--- config.mk ---
export PLATFORM = sky130hd
export DESIGN_NAME = truncation_survivor_selector_unit
export DESIGN_NICKNAME = d
export VERILOG_FILES = /design/src/hw/rtl/tss_pkg.sv /design/src/hw/rtl/tss_ctrl.sv /design/src/hw/rtl/tss_datapath.sv /design/src/hw/rtl/truncation_survivor_selector_unit.sv
export SDC_FILE = /design/constraint.sdc
export NUM_CORES = 2
export LEC_CHECK = 0
export BUFFER_PORTS_ARGS = -buffer_cell sky130_fd_sc_hd__clkbuf_2
export CAP_MARGIN = 5
export CORE_ASPECT_RATIO = 0.75
export CORE_MARGIN = 2
export CORE_UTILIZATION = 25
export DETAILED_ROUTE_END_ITERATION = 7
export RECOVER_POWER = 50
export REMOVE_ABC_BUFFERS = 1
export SLEW_MARGIN = 25
export SYNTH_ARGS = -nofsm -noshare
export SYNTH_HDL_FRONTEND = slang
export SYNTH_SLANG_ARGS = --single-unit
--- constraint.sdc ---
create_clock -name clk -period 10.5 [get_ports clk]
set_input_delay 2.625 -clock clk [delete_from_list [all_inputs] [get_ports clk]]
set_output_delay 2.625 -clock clk [all_outputs]
set_load 0.02 [all_outputs]
--- src/hw/rtl/tss_pkg.sv ---
`timescale 1ns / 1ps
package tss_pkg;

  // default configuration
  localparam int DEF_SURVIVORS     = 32;
  localparam int DEF_POOL_DEPTH    = 128;
  localparam int DEF_FITNESS_WIDTH = 32;

  // placement count is limited by the slot field
  localparam int MAX_OUT = 32;

  // field widths
  localparam int ITEM_FIT_W = 32;
  localparam int SRC_W      = 2;
  localparam int IDX_W      = 7;
  localparam int SLOT_W     = 5;
  localparam int IN_DATA_W  = 40;
  localparam int OUT_DATA_W = 16;

  // source codes
  localparam logic [SRC_W-1:0] SRC_POP     = 2'd0;
  localparam logic [SRC_W-1:0] SRC_OFFS    = 2'd1;
  localparam logic [SRC_W-1:0] SRC_MUTANT  = 2'd2;
  localparam logic [SRC_W-1:0] SRC_INVALID = 2'd3;

  typedef enum logic [1:0] {
    ST_LOAD,
    ST_SORTP,
    ST_EMITP,
    ST_EMITN
  } state_t;

  // controller to datapath
  typedef struct packed {
    logic load;     // candidate transfer this cycle
    logic sortp;    // insert ranked entry k into population list if it is one
    logic rewind;   // walk pointer back to zero
    logic emitp;    // emit population entry k
    logic emitn;    // emit ranked entry k if not a population member
    logic finish;   // run complete, empty the pool
  } cmd_t;

  // datapath to controller
  typedef struct packed {
    logic walk_end;  // walk pointer reached ranked count
    logic pop_end;   // walk pointer reached population count
    logic out_free;  // output register can take a placement
  } status_t;

endpackage

--- src/hw/rtl/tss_ctrl.sv ---
`timescale 1ns / 1ps
module tss_ctrl (
  input  logic             clk,
  input  logic             rst_n,
  input  logic             in_tvalid,
  input  logic             in_tlast,
  output logic             in_tready,
  input  tss_pkg::status_t st,
  output tss_pkg::cmd_t    cmd
);
  import tss_pkg::*;

  state_t state_r, state_nxt;
  logic   acc;

  assign acc = in_tvalid && in_tready;

  // state register
  always_ff @(posedge clk) begin
    if (!rst_n) begin
      state_r <= ST_LOAD;
    end else begin
      state_r <= state_nxt;
    end
  end

  // next state
  always_comb begin
    state_nxt = state_r;
    unique case (state_r)
      ST_LOAD: begin
        if (acc && in_tlast) state_nxt = ST_SORTP;
      end
      ST_SORTP: begin
        if (st.walk_end) state_nxt = ST_EMITP;
      end
      ST_EMITP: begin
        if (st.pop_end) state_nxt = ST_EMITN;
      end
      ST_EMITN: begin
        if (st.walk_end) state_nxt = ST_LOAD;
      end
      default: state_nxt = ST_LOAD;
    endcase
  end

  // outputs
  always_comb begin
    cmd       = '0;
    in_tready = 1'b0;
    unique case (state_r)
      ST_LOAD: begin
        in_tready = 1'b1;
        cmd.load  = acc;
      end
      ST_SORTP: begin
        cmd.sortp  = !st.walk_end;
        cmd.rewind = st.walk_end;
      end
      ST_EMITP: begin
        cmd.rewind = st.pop_end;
        cmd.emitp  = !st.pop_end && st.out_free;
      end
      ST_EMITN: begin
        cmd.finish = st.walk_end;
        cmd.emitn  = !st.walk_end && st.out_free;
      end
      default: cmd = '0;
    endcase
  end

endmodule

--- src/hw/rtl/tss_datapath.sv ---
`timescale 1ns / 1ps
module tss_datapath #(
  parameter int SURVIVORS     = tss_pkg::DEF_SURVIVORS,
  parameter int POOL_DEPTH    = tss_pkg::DEF_POOL_DEPTH,
  parameter int FITNESS_WIDTH = tss_pkg::DEF_FITNESS_WIDTH
) (
  input  logic                           clk,
  input  logic                           rst_n,
  input  tss_pkg::cmd_t                  cmd,
  output tss_pkg::status_t               st,
  input  logic [tss_pkg::ITEM_FIT_W-1:0] item_fitness,
  input  logic [tss_pkg::SRC_W-1:0]      item_source,
  input  logic [tss_pkg::IDX_W-1:0]      item_index,
  input  logic                           item_last,
  output logic                           out_valid,
  input  logic                           out_ready,
  output logic [tss_pkg::SLOT_W-1:0]     dest_slot,
  output logic [tss_pkg::SRC_W-1:0]      pick_source,
  output logic [tss_pkg::IDX_W-1:0]      pick_index,
  output logic                           pick_last
);
  import tss_pkg::*;

  localparam int K   = (SURVIVORS < MAX_OUT) ? SURVIVORS : MAX_OUT;
  localparam int KW  = (K > 1) ? $clog2(K) : 1;
  localparam int CW  = $clog2(K + 1);
  localparam int PCW = $clog2(POOL_DEPTH + 1);
  localparam int FB  = (FITNESS_WIDTH < 32) ? FITNESS_WIDTH : 32;

  // ranked list, best first
  logic signed [FB-1:0] fit_r [K];
  logic [SRC_W-1:0]     src_r [K];
  logic [IDX_W-1:0]     idx_r [K];
  logic signed [FB-1:0] fit_nxt [K];
  logic [SRC_W-1:0]     src_nxt [K];
  logic [IDX_W-1:0]     idx_nxt [K];
  logic [CW-1:0]        topn_r, topn_nxt;

  // population survivors by ascending index
  logic [IDX_W-1:0]     pidx_r [K];
  logic [IDX_W-1:0]     pidx_nxt [K];
  logic [CW-1:0]        np_r, np_nxt;

  logic [PCW-1:0]       cnt_r, cnt_nxt;
  logic [CW-1:0]        k_r, k_nxt;
  logic [CW-1:0]        e_r, e_nxt;

  logic                 ov_r, ov_nxt;
  logic [SLOT_W-1:0]    oslot_r, oslot_nxt;
  logic [SRC_W-1:0]     osrc_r, osrc_nxt;
  logic [IDX_W-1:0]     oidx_r, oidx_nxt;
  logic                 olast_r, olast_nxt;

  logic signed [FB-1:0] new_fit;
  logic                 store;
  logic [K-1:0]         ahead, pahead;
  logic [KW-1:0]        ka;
  logic [SRC_W-1:0]     k_src;
  logic [IDX_W-1:0]     k_idx;
  logic [IDX_W-1:0]     k_pidx;
  logic                 emit;

  assign new_fit = item_fitness[FB-1:0];
  assign store   = cmd.load && (item_source != SRC_INVALID)
                   && (cnt_r < PCW'(POOL_DEPTH));
  assign ka      = k_r[KW-1:0];
  assign k_src   = src_r[ka];
  assign k_idx   = idx_r[ka];
  assign k_pidx  = pidx_r[ka];

  assign st.walk_end = (k_r == topn_r);
  assign st.pop_end  = (k_r == np_r);
  assign st.out_free = !ov_r || out_ready;

  // entries that stay ahead of the newcomer; ties keep arrival order
  always_comb begin
    for (int j = 0; j < K; j++) begin
      ahead[j]  = (CW'(j) < topn_r) && (fit_r[j] >= new_fit);
      pahead[j] = (CW'(j) < np_r) && (pidx_r[j] <= k_idx);
    end
  end

  // ranked list insertion
  always_comb begin
    for (int j = 0; j < K; j++) begin
      fit_nxt[j] = fit_r[j];
      src_nxt[j] = src_r[j];
      idx_nxt[j] = idx_r[j];
      if (store && !ahead[j]) begin
        if (j == 0 || ahead[(j > 0) ? j - 1 : 0]) begin
          fit_nxt[j] = new_fit;
          src_nxt[j] = item_source;
          idx_nxt[j] = item_index;
        end else begin
          fit_nxt[j] = fit_r[(j > 0) ? j - 1 : 0];
          src_nxt[j] = src_r[(j > 0) ? j - 1 : 0];
          idx_nxt[j] = idx_r[(j > 0) ? j - 1 : 0];
        end
      end
    end
  end

  // population list insertion by index
  always_comb begin
    for (int j = 0; j < K; j++) begin
      pidx_nxt[j] = pidx_r[j];
      if (cmd.sortp && (k_src == SRC_POP) && !pahead[j]) begin
        if (j == 0 || pahead[(j > 0) ? j - 1 : 0]) begin
          pidx_nxt[j] = k_idx;
        end else begin
          pidx_nxt[j] = pidx_r[(j > 0) ? j - 1 : 0];
        end
      end
    end
  end

  // counters and walk pointer
  always_comb begin
    topn_nxt = topn_r;
    np_nxt   = np_r;
    cnt_nxt  = cnt_r;
    k_nxt    = k_r;
    e_nxt    = e_r;
    if (store) begin
      cnt_nxt = cnt_r + PCW'(1);
      if (topn_r != CW'(K)) topn_nxt = topn_r + CW'(1);
    end
    if (cmd.load && item_last) k_nxt = '0;
    if (cmd.sortp) begin
      k_nxt = k_r + CW'(1);
      if (k_src == SRC_POP) np_nxt = np_r + CW'(1);
    end
    if (cmd.rewind) k_nxt = '0;
    if (cmd.emitp || cmd.emitn) k_nxt = k_r + CW'(1);
    if (emit) e_nxt = e_r + CW'(1);
    if (cmd.finish) begin
      topn_nxt = '0;
      np_nxt   = '0;
      cnt_nxt  = '0;
      k_nxt    = '0;
      e_nxt    = '0;
    end
  end

  // output register
  assign emit = cmd.emitp || (cmd.emitn && (k_src != SRC_POP));

  always_comb begin
    ov_nxt    = ov_r && !out_ready;
    oslot_nxt = oslot_r;
    osrc_nxt  = osrc_r;
    oidx_nxt  = oidx_r;
    olast_nxt = olast_r;
    if (emit) begin
      ov_nxt    = 1'b1;
      oslot_nxt = SLOT_W'(e_r);
      osrc_nxt  = cmd.emitp ? SRC_POP : k_src;
      oidx_nxt  = cmd.emitp ? k_pidx : k_idx;
      olast_nxt = (e_r == topn_r - CW'(1));
    end
  end

  // control registers
  always_ff @(posedge clk) begin
    if (!rst_n) begin
      topn_r <= '0;
      np_r   <= '0;
      cnt_r  <= '0;
      k_r    <= '0;
      e_r    <= '0;
      ov_r   <= 1'b0;
    end else begin
      topn_r <= topn_nxt;
      np_r   <= np_nxt;
      cnt_r  <= cnt_nxt;
      k_r    <= k_nxt;
      e_r    <= e_nxt;
      ov_r   <= ov_nxt;
    end
  end

  // payload registers
  always_ff @(posedge clk) begin
    for (int j = 0; j < K; j++) begin
      fit_r[j]  <= fit_nxt[j];
      src_r[j]  <= src_nxt[j];
      idx_r[j]  <= idx_nxt[j];
      pidx_r[j] <= pidx_nxt[j];
    end
    oslot_r <= oslot_nxt;
    osrc_r  <= osrc_nxt;
    oidx_r  <= oidx_nxt;
    olast_r <= olast_nxt;
  end

  assign out_valid   = ov_r;
  assign dest_slot   = oslot_r;
  assign pick_source = osrc_r;
  assign pick_index  = oidx_r;
  assign pick_last   = olast_r;

endmodule

--- src/hw/rtl/truncation_survivor_selector_unit.sv ---
`timescale 1ns / 1ps
// Truncation survivor selection over a candidate pool.
// Input stream: one candidate per transfer, fitness and index in in_tdata,
// source in in_tuser, in_tlast on the final candidate of the pool.
// in_tready stays high while loading; each candidate is inserted into a
// ranked list of the best min(SURVIVORS, 32) entries by a parallel compare
// and shift, ties ranked by arrival. Candidates with source 3 or beyond
// POOL_DEPTH are dropped.
// After in_tlast, in_tready falls while the run is finished: the walk pointer
// first steps over the ranked list to sort surviving population members by
// index, then emits each population placement, then walks the ranked list
// again to emit the entries that are not population members.
// Output stream: one placement per transfer, slot and index in out_tdata,
// source in out_tuser, out_tlast on the final placement. Placements go out
// through one output register; a stalled receiver holds the walk.
// Reset empties the pool and drops any placement in flight.
module truncation_survivor_selector_unit #(
  parameter int SURVIVORS     = tss_pkg::DEF_SURVIVORS,
  parameter int POOL_DEPTH    = tss_pkg::DEF_POOL_DEPTH,
  parameter int FITNESS_WIDTH = tss_pkg::DEF_FITNESS_WIDTH
) (
  input  logic                           clk,
  input  logic                           rst_n,
  input  logic                           in_tvalid,
  output logic                           in_tready,
  input  logic [tss_pkg::IN_DATA_W-1:0]  in_tdata,  // item_fitness[31:0], item_index[38:32]
  input  logic [tss_pkg::SRC_W-1:0]      in_tuser,  // item_source[1:0]
  input  logic                           in_tlast,  // item_last
  output logic                           out_tvalid,
  input  logic                           out_tready,
  output logic [tss_pkg::OUT_DATA_W-1:0] out_tdata, // dest_slot[4:0], pick_index[11:5]
  output logic [tss_pkg::SRC_W-1:0]      out_tuser, // pick_source[1:0]
  output logic                           out_tlast  // pick_last
);
  import tss_pkg::*;

  cmd_t              cmd;
  status_t           st;
  logic [SLOT_W-1:0] dest_slot;
  logic [IDX_W-1:0]  pick_index;

  tss_ctrl u_ctrl (
    .clk       (clk),
    .rst_n     (rst_n),
    .in_tvalid (in_tvalid),
    .in_tlast  (in_tlast),
    .in_tready (in_tready),
    .st        (st),
    .cmd       (cmd)
  );

  tss_datapath #(
    .SURVIVORS     (SURVIVORS),
    .POOL_DEPTH    (POOL_DEPTH),
    .FITNESS_WIDTH (FITNESS_WIDTH)
  ) u_dp (
    .clk          (clk),
    .rst_n        (rst_n),
    .cmd          (cmd),
    .st           (st),
    .item_fitness (in_tdata[ITEM_FIT_W-1:0]),
    .item_source  (in_tuser),
    .item_index   (in_tdata[ITEM_FIT_W+IDX_W-1:ITEM_FIT_W]),
    .item_last    (in_tlast),
    .out_valid    (out_tvalid),
    .out_ready    (out_tready),
    .dest_slot    (dest_slot),
    .pick_source  (out_tuser),
    .pick_index   (pick_index),
    .pick_last    (out_tlast)
  );

  assign out_tdata = {{(OUT_DATA_W - SLOT_W - IDX_W){1'b0}}, pick_index, dest_slot};

endmodule
== Word-level counts from Yosys, hierarchy flattened ==
Memories as Yosys holds them, arrays and structs flattened. A register that Yosys moved wholly into a read port is not among the register bits.
Cells that the tools add are included.

* Bitwise operators: 1
* Multiplexer cells: 275
* Div/mod/pow operators: 0
* Magnitude comparators: 129
* Eq/ne operators: 13
* $mul: 0
* $add $sub $neg: 6
* Reduce and logical (&&, ||, !) cells: 217
* Shift-type cells: 0

{| class="wikitable"
|+ Operators by type and width
! kind !! number
|-
| $mux 32 || 63
|-
| $ge 32x32->1 || 32
|-
| $mux 7 || 127
|-
| $le 7x7->1 || 32
|-
| $lt 5x6->1 const A || 32
|-
| $logic_and 1x1->1 || 138
|-
| $mux 2 || 68
|-
| $lt 4x6->1 const A || 16
|-
| $logic_not 1->1 || 68
|-
| $lt 3x6->1 const A || 8
|-
| $mux 5 || 6
|-
| $add 6x1->6 const B || 4
|-
| $lt 1x6->1 const A || 4
|-
| $lt 2x6->1 const A || 4
|-
| $mux 6 || 4
|-
| $eq 6x6->1 || 3
|-
| $add 8x1->8 const B || 1
|-
| $lt 8x8->1 const B || 1
|-
| $ne 2x1->1 const B || 4
|-
| $pmux 2 s4 || 1
|-
| $ne 6x6->1 const B || 1
|-
| $sub 6x1->6 const B || 1
|-
| $mux 1 || 5
|-
| $eq 2x2->1 const B || 2
|-
| 12 further kinds || 16
|}

* ROM bits: 0
* Memories kept: 4
* Bits in latches: 0
* Logic and storage cells: 656
* Memory bits (writable): 1,536
* Output and inout bits: 21
* Input port bits: 47
* Bits in registers: 50

{| class="wikitable"
|+ Memory list
! name !! depth !! width !! read ports !! clocked after Yosys merged registers in !! wr ports !! line !! source
|-
| u_dp.fit_r || 32 || 32 || 32 || 0 || 32 || tss_datapath.sv:31 || <nowiki>logic signed [FB-1:0] fit_r [K];</nowiki>
|-
| u_dp.idx_r || 32 || 7 || 32 || 1 || 32 || tss_datapath.sv:33 || <nowiki>logic [IDX_W-1:0] idx_r [K];</nowiki>
|-
| u_dp.pidx_r || 32 || 7 || 33 || 1 || 32 || tss_datapath.sv:40 || <nowiki>logic [IDX_W-1:0] pidx_r [K];</nowiki>
|-
| u_dp.src_r || 32 || 2 || 32 || 1 || 32 || tss_datapath.sv:32 || <nowiki>logic [SRC_W-1:0] src_r [K];</nowiki>
|}

== Depth between registers and ports, before layout ==
* Depth in word-level cells: 11
* Mapped depth: 18
* Depth with buffers taken out: 13

== Hierarchy ==
From an unflattened synthesis, not the netlist that was laid out.

* Cells, all modules: 7,983
* Area, all modules: 103,485.5 µm²

{| class="wikitable"
|+ By module, submodules not included
! module !! sequential area each (µm²) !! area each (µm²) !! cells each !! times used
|-
| tss_datapath || 47,335.4 || 103,205.2 || 7,951 || 1
|-
| tss_ctrl || 40.0 || 246.5 || 27 || 1
|-
| truncation_survivor_selector_unit || 0.0 || 33.8 || 5 || 1
|}

== Least setup slack after synthesis ==
OpenSTA, ideal clock, no wires.

* Path type: input to register
* Start point: in in_tdata[31] in the netlist's numbering
* End point: mem u_dp.fit_r[0][256] in the netlist's numbering (enable)
* Buffers on the path: 4
* Arrival: 7.783 ns
* Setup time: 0.453 ns
* Setup slack: 2.264 ns
* Stages: 12
* Data required time: 10.047 ns
* Cells stage by stage: clkbuf_1 inv_1 clkbuf_1 ha_1 clkbuf_1 nand4_1 or3_1 o22ai_1 nor2_1 clkbuf_1 or2_2 a21oi_1

{| class="wikitable"
|+ RTL lines
! element !! line !! source
|-
| start: declaration || truncation_survivor_selector_unit.sv:26 || <nowiki>input logic [tss_pkg::IN_DATA_W-1:0] in_tdata,</nowiki>
|-
| end: declaration || tss_datapath.sv:31 ||
|}

==> results.yml <==
status:
  outcome: "finished with violations"
  violations: "capacitance limit, slew limit"
synthesis:
  synth_cell_types: 78
  ys.warnings.count: 0
  synth-async-reset-ratio_pct: 0
  synth_common_cells: "edfxtp_1 (1,551), ha_1 (1,260), a21oi_1 (924), clkbuf_1 (787), mux2_2 (559)"
  syn-cell-area_um2: 118000
  yosys-top-cells-area: "edfxtp_1 (39%), ha_1 (13%), mux2_2 (5.3%)"
  synthFlopType: "edfxtp_1"
  synth_top_area_cell: "edfxtp_1"
  synth_top_area_share_pct: 39.4
  syn_avg_cell_area_um2: 10.7
  syn_inst: 11000
  synth_most_common_cell: "edfxtp_1"
  synth_edf_count: 1551
  ys_seq_area_share_pct: 40.1
  synth_seq_cells: 1591
global_routing:
  grt_pass1_wl_um: 618000
  grt_usage_pct: 17.0
  grt_overflow: 0
  first_global_vias: 88900
  grt_max_degree: 130
  grt_antenna_before_repair: 36
die:
  initial_core_util_pct: 25.1
  coreArea_um2: 471000
  die_height_um: 600
  ioPinCount: 68
  rows: 218
  die_area_um2: 478000
  die_w_um: 798
route:
  drtIter0Drc: 14400
  final_antenna_net_count: 0
  via_count: 97900
  vias_per_cell: 5.75
  drc: 0
  routed_wl_um: 427000
  wire_per_inst_um: 25.1
  drt_first_pass_iters: 8
placement:
  place.gp.congestion: 0.901
  port_buffers: 62
  placed_cells: 16600
  place_area_um2: 125000
  hpwlAfterDp_um: 287000
  pre_cts_ws_ps: 2180
cts:
  cts_resized: 0
  cts.clk_slew.worst_paths_ps: 70
  cts_buffer_depth: 4
  cts.sinks: 1591
  root_buffer: "clkbuf_16"
  cts_tree: "done"
  postCtsHoldBufs: 0
  postCtsSetupBuffers: 0
  h-tree-depth: 4
  cts_made_buffers: 194
  insertion_delay_ps: 950
pwr:
  p_per_area_nw_per_um2: 201
  power.leakage_nw: 45.7
  total_power_mw: 26.5
  peakVddDrop_mv: 0.132
cells_and_area:
  area_growth_pct: 11.5
  post-route-util_pct: 28.0
  fin_area_um2: 132000
  nets: 11900
  nFillCells: 48300
  regArea_um2: 47400
  stdcell_count: 17000
  multi_input_area_um2: 67000
  drive_above_1_share_pct: 13.8
sta:
  period_minus_slack_ps: 9170
  clock_skew_ps: 126
  setup_ws_ps: 1330
  finalHoldViolCount: 0
  whs_ps: 478
  slew_viol_final: 1725
  tns_ps: 0
  rsz0062_at_grt: "false"
  finalCritPeriodShare_pct: 87.3
  worstMarginPinSlew_ps: 4460
  fmax_mhz: 109
  finalSetupViolCount: 0
  slew_headroom_pct: -197
hold_path:
  min-delay-start: "u_dp.cnt_r[1]"
  hold_class: "reg -> reg"
worst_setup_path:
  cp.depth: 12
  cp.required_ps: 11090
  crit_path_cell_trace: "clkbuf_1 > clkinvlp_2 > buf_4 > ha_1 > nand3_1 > nor4_1 > a2111oi_0 > o21ai_0 > a41oi_1 > nor2_1 > nor2_1 > buf_4"
  cp_top_family: "buffers and inverters"
  crit_path_start: "in_tdata[9]"
  critPathArrivalTime_ps: 9760
  ff2ff_path_depth: 10
  crit_fanout: 29
  cpPeakStageDelay_ps: 1710
  endpoint_kind: "flip-flop"
  critical_path.n_buffers_inverters: 4
  rrSetupSlack_ps: 1730
  critPathLaunchType: "input port"
  worst_path_max_delay_cell: "clkinvlp_2"
  path_class: "in -> reg"
  endpoint: "u_dp.fit_r[1][19]"
  rr_endpoint: "u_dp.pidx_r[29][3]"
flow_run:
  maxCapViolations: 44
## area by class of cell
type | instances | share of cell area [%]
Inverter | 146 | 0.450
Clock inverter | 127 | 1.23
Clock buffer | 228 | 3.84
Timing Repair Buffer | 332 | 1.73
Sequential cell | 1591 | 35.9
Multi-Input combinational cell | 8306 | 50.8
Tap cell | 6270 | 5.95
Antenna cell | 19 | 0.0361
## sequential cells by signal (all words and copies together), names as in the netlist, named ones only
register	cells
u_dp.fit_r	1024
u_dp.idx_r	224
u_dp.pidx_r	224
u_dp.src_r	64
u_dp.cnt_r	8
u_dp.pick_index	7
u_dp.e_r	6
u_dp.k_r	6
u_dp.np_r	6
u_dp.topn_r	6
u_dp.dest_slot	5
u_ctrl.state_r	2
u_dp.pick_source	2
u_dp.out_valid	1
u_dp.pick_last	1
## power breakdown
group / total (mW) / internal (mW) / switching [mW] / leakage [nW]
registers: 10.3 / 8.98 / 1.35 / 14.7
logic: 8.80 / 3.39 / 5.41 / 27.7
clock network: 7.32 / 4.30 / 3.03 / 3.27
total: 26.5 / 16.7 / 9.79 / 45.7
## per-layer routing
metal	vias up	track usage, %	share of wire, %
met1	48600	25.7	44
met3	770	3.80	13
li1	42800	-	-
met4	8	5.87	3.9
met5	-	0	0.014
met2	5703	23.5	39
## worst min path at each step
stage / endpoint / slack [ps] / cells past startpoint
4_1_cts: u_dp.cnt_r[1] / 480 / 2
2_1_floorplan: u_dp.cnt_r[1] / 450 / 2
3_5_place_dp: u_dp.cnt_r[1] / 470 / 2
5_1_grt: u_dp.fit_r[1][340] / 510 / 1
3_3_place_gp: u_dp.cnt_r[1] / 460 / 2
6_report: u_dp.cnt_r[1] / 480 / 2
## cells by family after synthesis
logic type	share of synthesized area, %
DFF	40.1
other	0.00317
muxes	12.7
xor gates and xnor gates	0.333
adders and majority gates	13.3
AOI/OAI and AO/OA	16.1
buffers and inverters	3.90
and+or+nand+nor	13.6
## cells in the final DEF (no fill, tap or decap), types with 31 or more instances in the layout
cell       synthesis  layout
inv_1            138     106
ha_1            1260    1248
nor2_1           505     479
nor3b_1          110     110
or2_2             47      47
nand2b_1         489     489
dfxtp_1           40      37
edfxtp_1        1551    1551
mux2_1           399     406
mux2_2           559     554
clkbuf_16          0     196
nand3_1          484     484
o22a_1            83      82
nand2_1          404     401
nand4_1          400     400
clkinv_1           2      31
nor2b_1           44      44
clkbuf_1         787      86
o211ai_1         211     211
mux4_2           159     159
a211oi_1          77      77
o21ai_0          120     130
nor3_1           424     423
a41oi_1          236     236
and3_1            40      40
clkinv_2           0      68
buf_4             10     228
o22ai_1           93      92
a21o_1           355     355
or4_1             37      37
a221oi_1         438     433
mux2i_1           58      58
a21oi_1          924     906
bufinv_16          0      34
## worst register-to-register path, stage by stage (launching register included)
cell and delay (ps):
dfxtp_1 2480, buf_12 450, mux4_2 610, mux4_2 300, mux2_1 1400, inv_2 1040, ha_1 630, nand2_1 50
or3_1 340, a21oi_1 710, nor2_1 380
(Power assumes the default switching activity.)
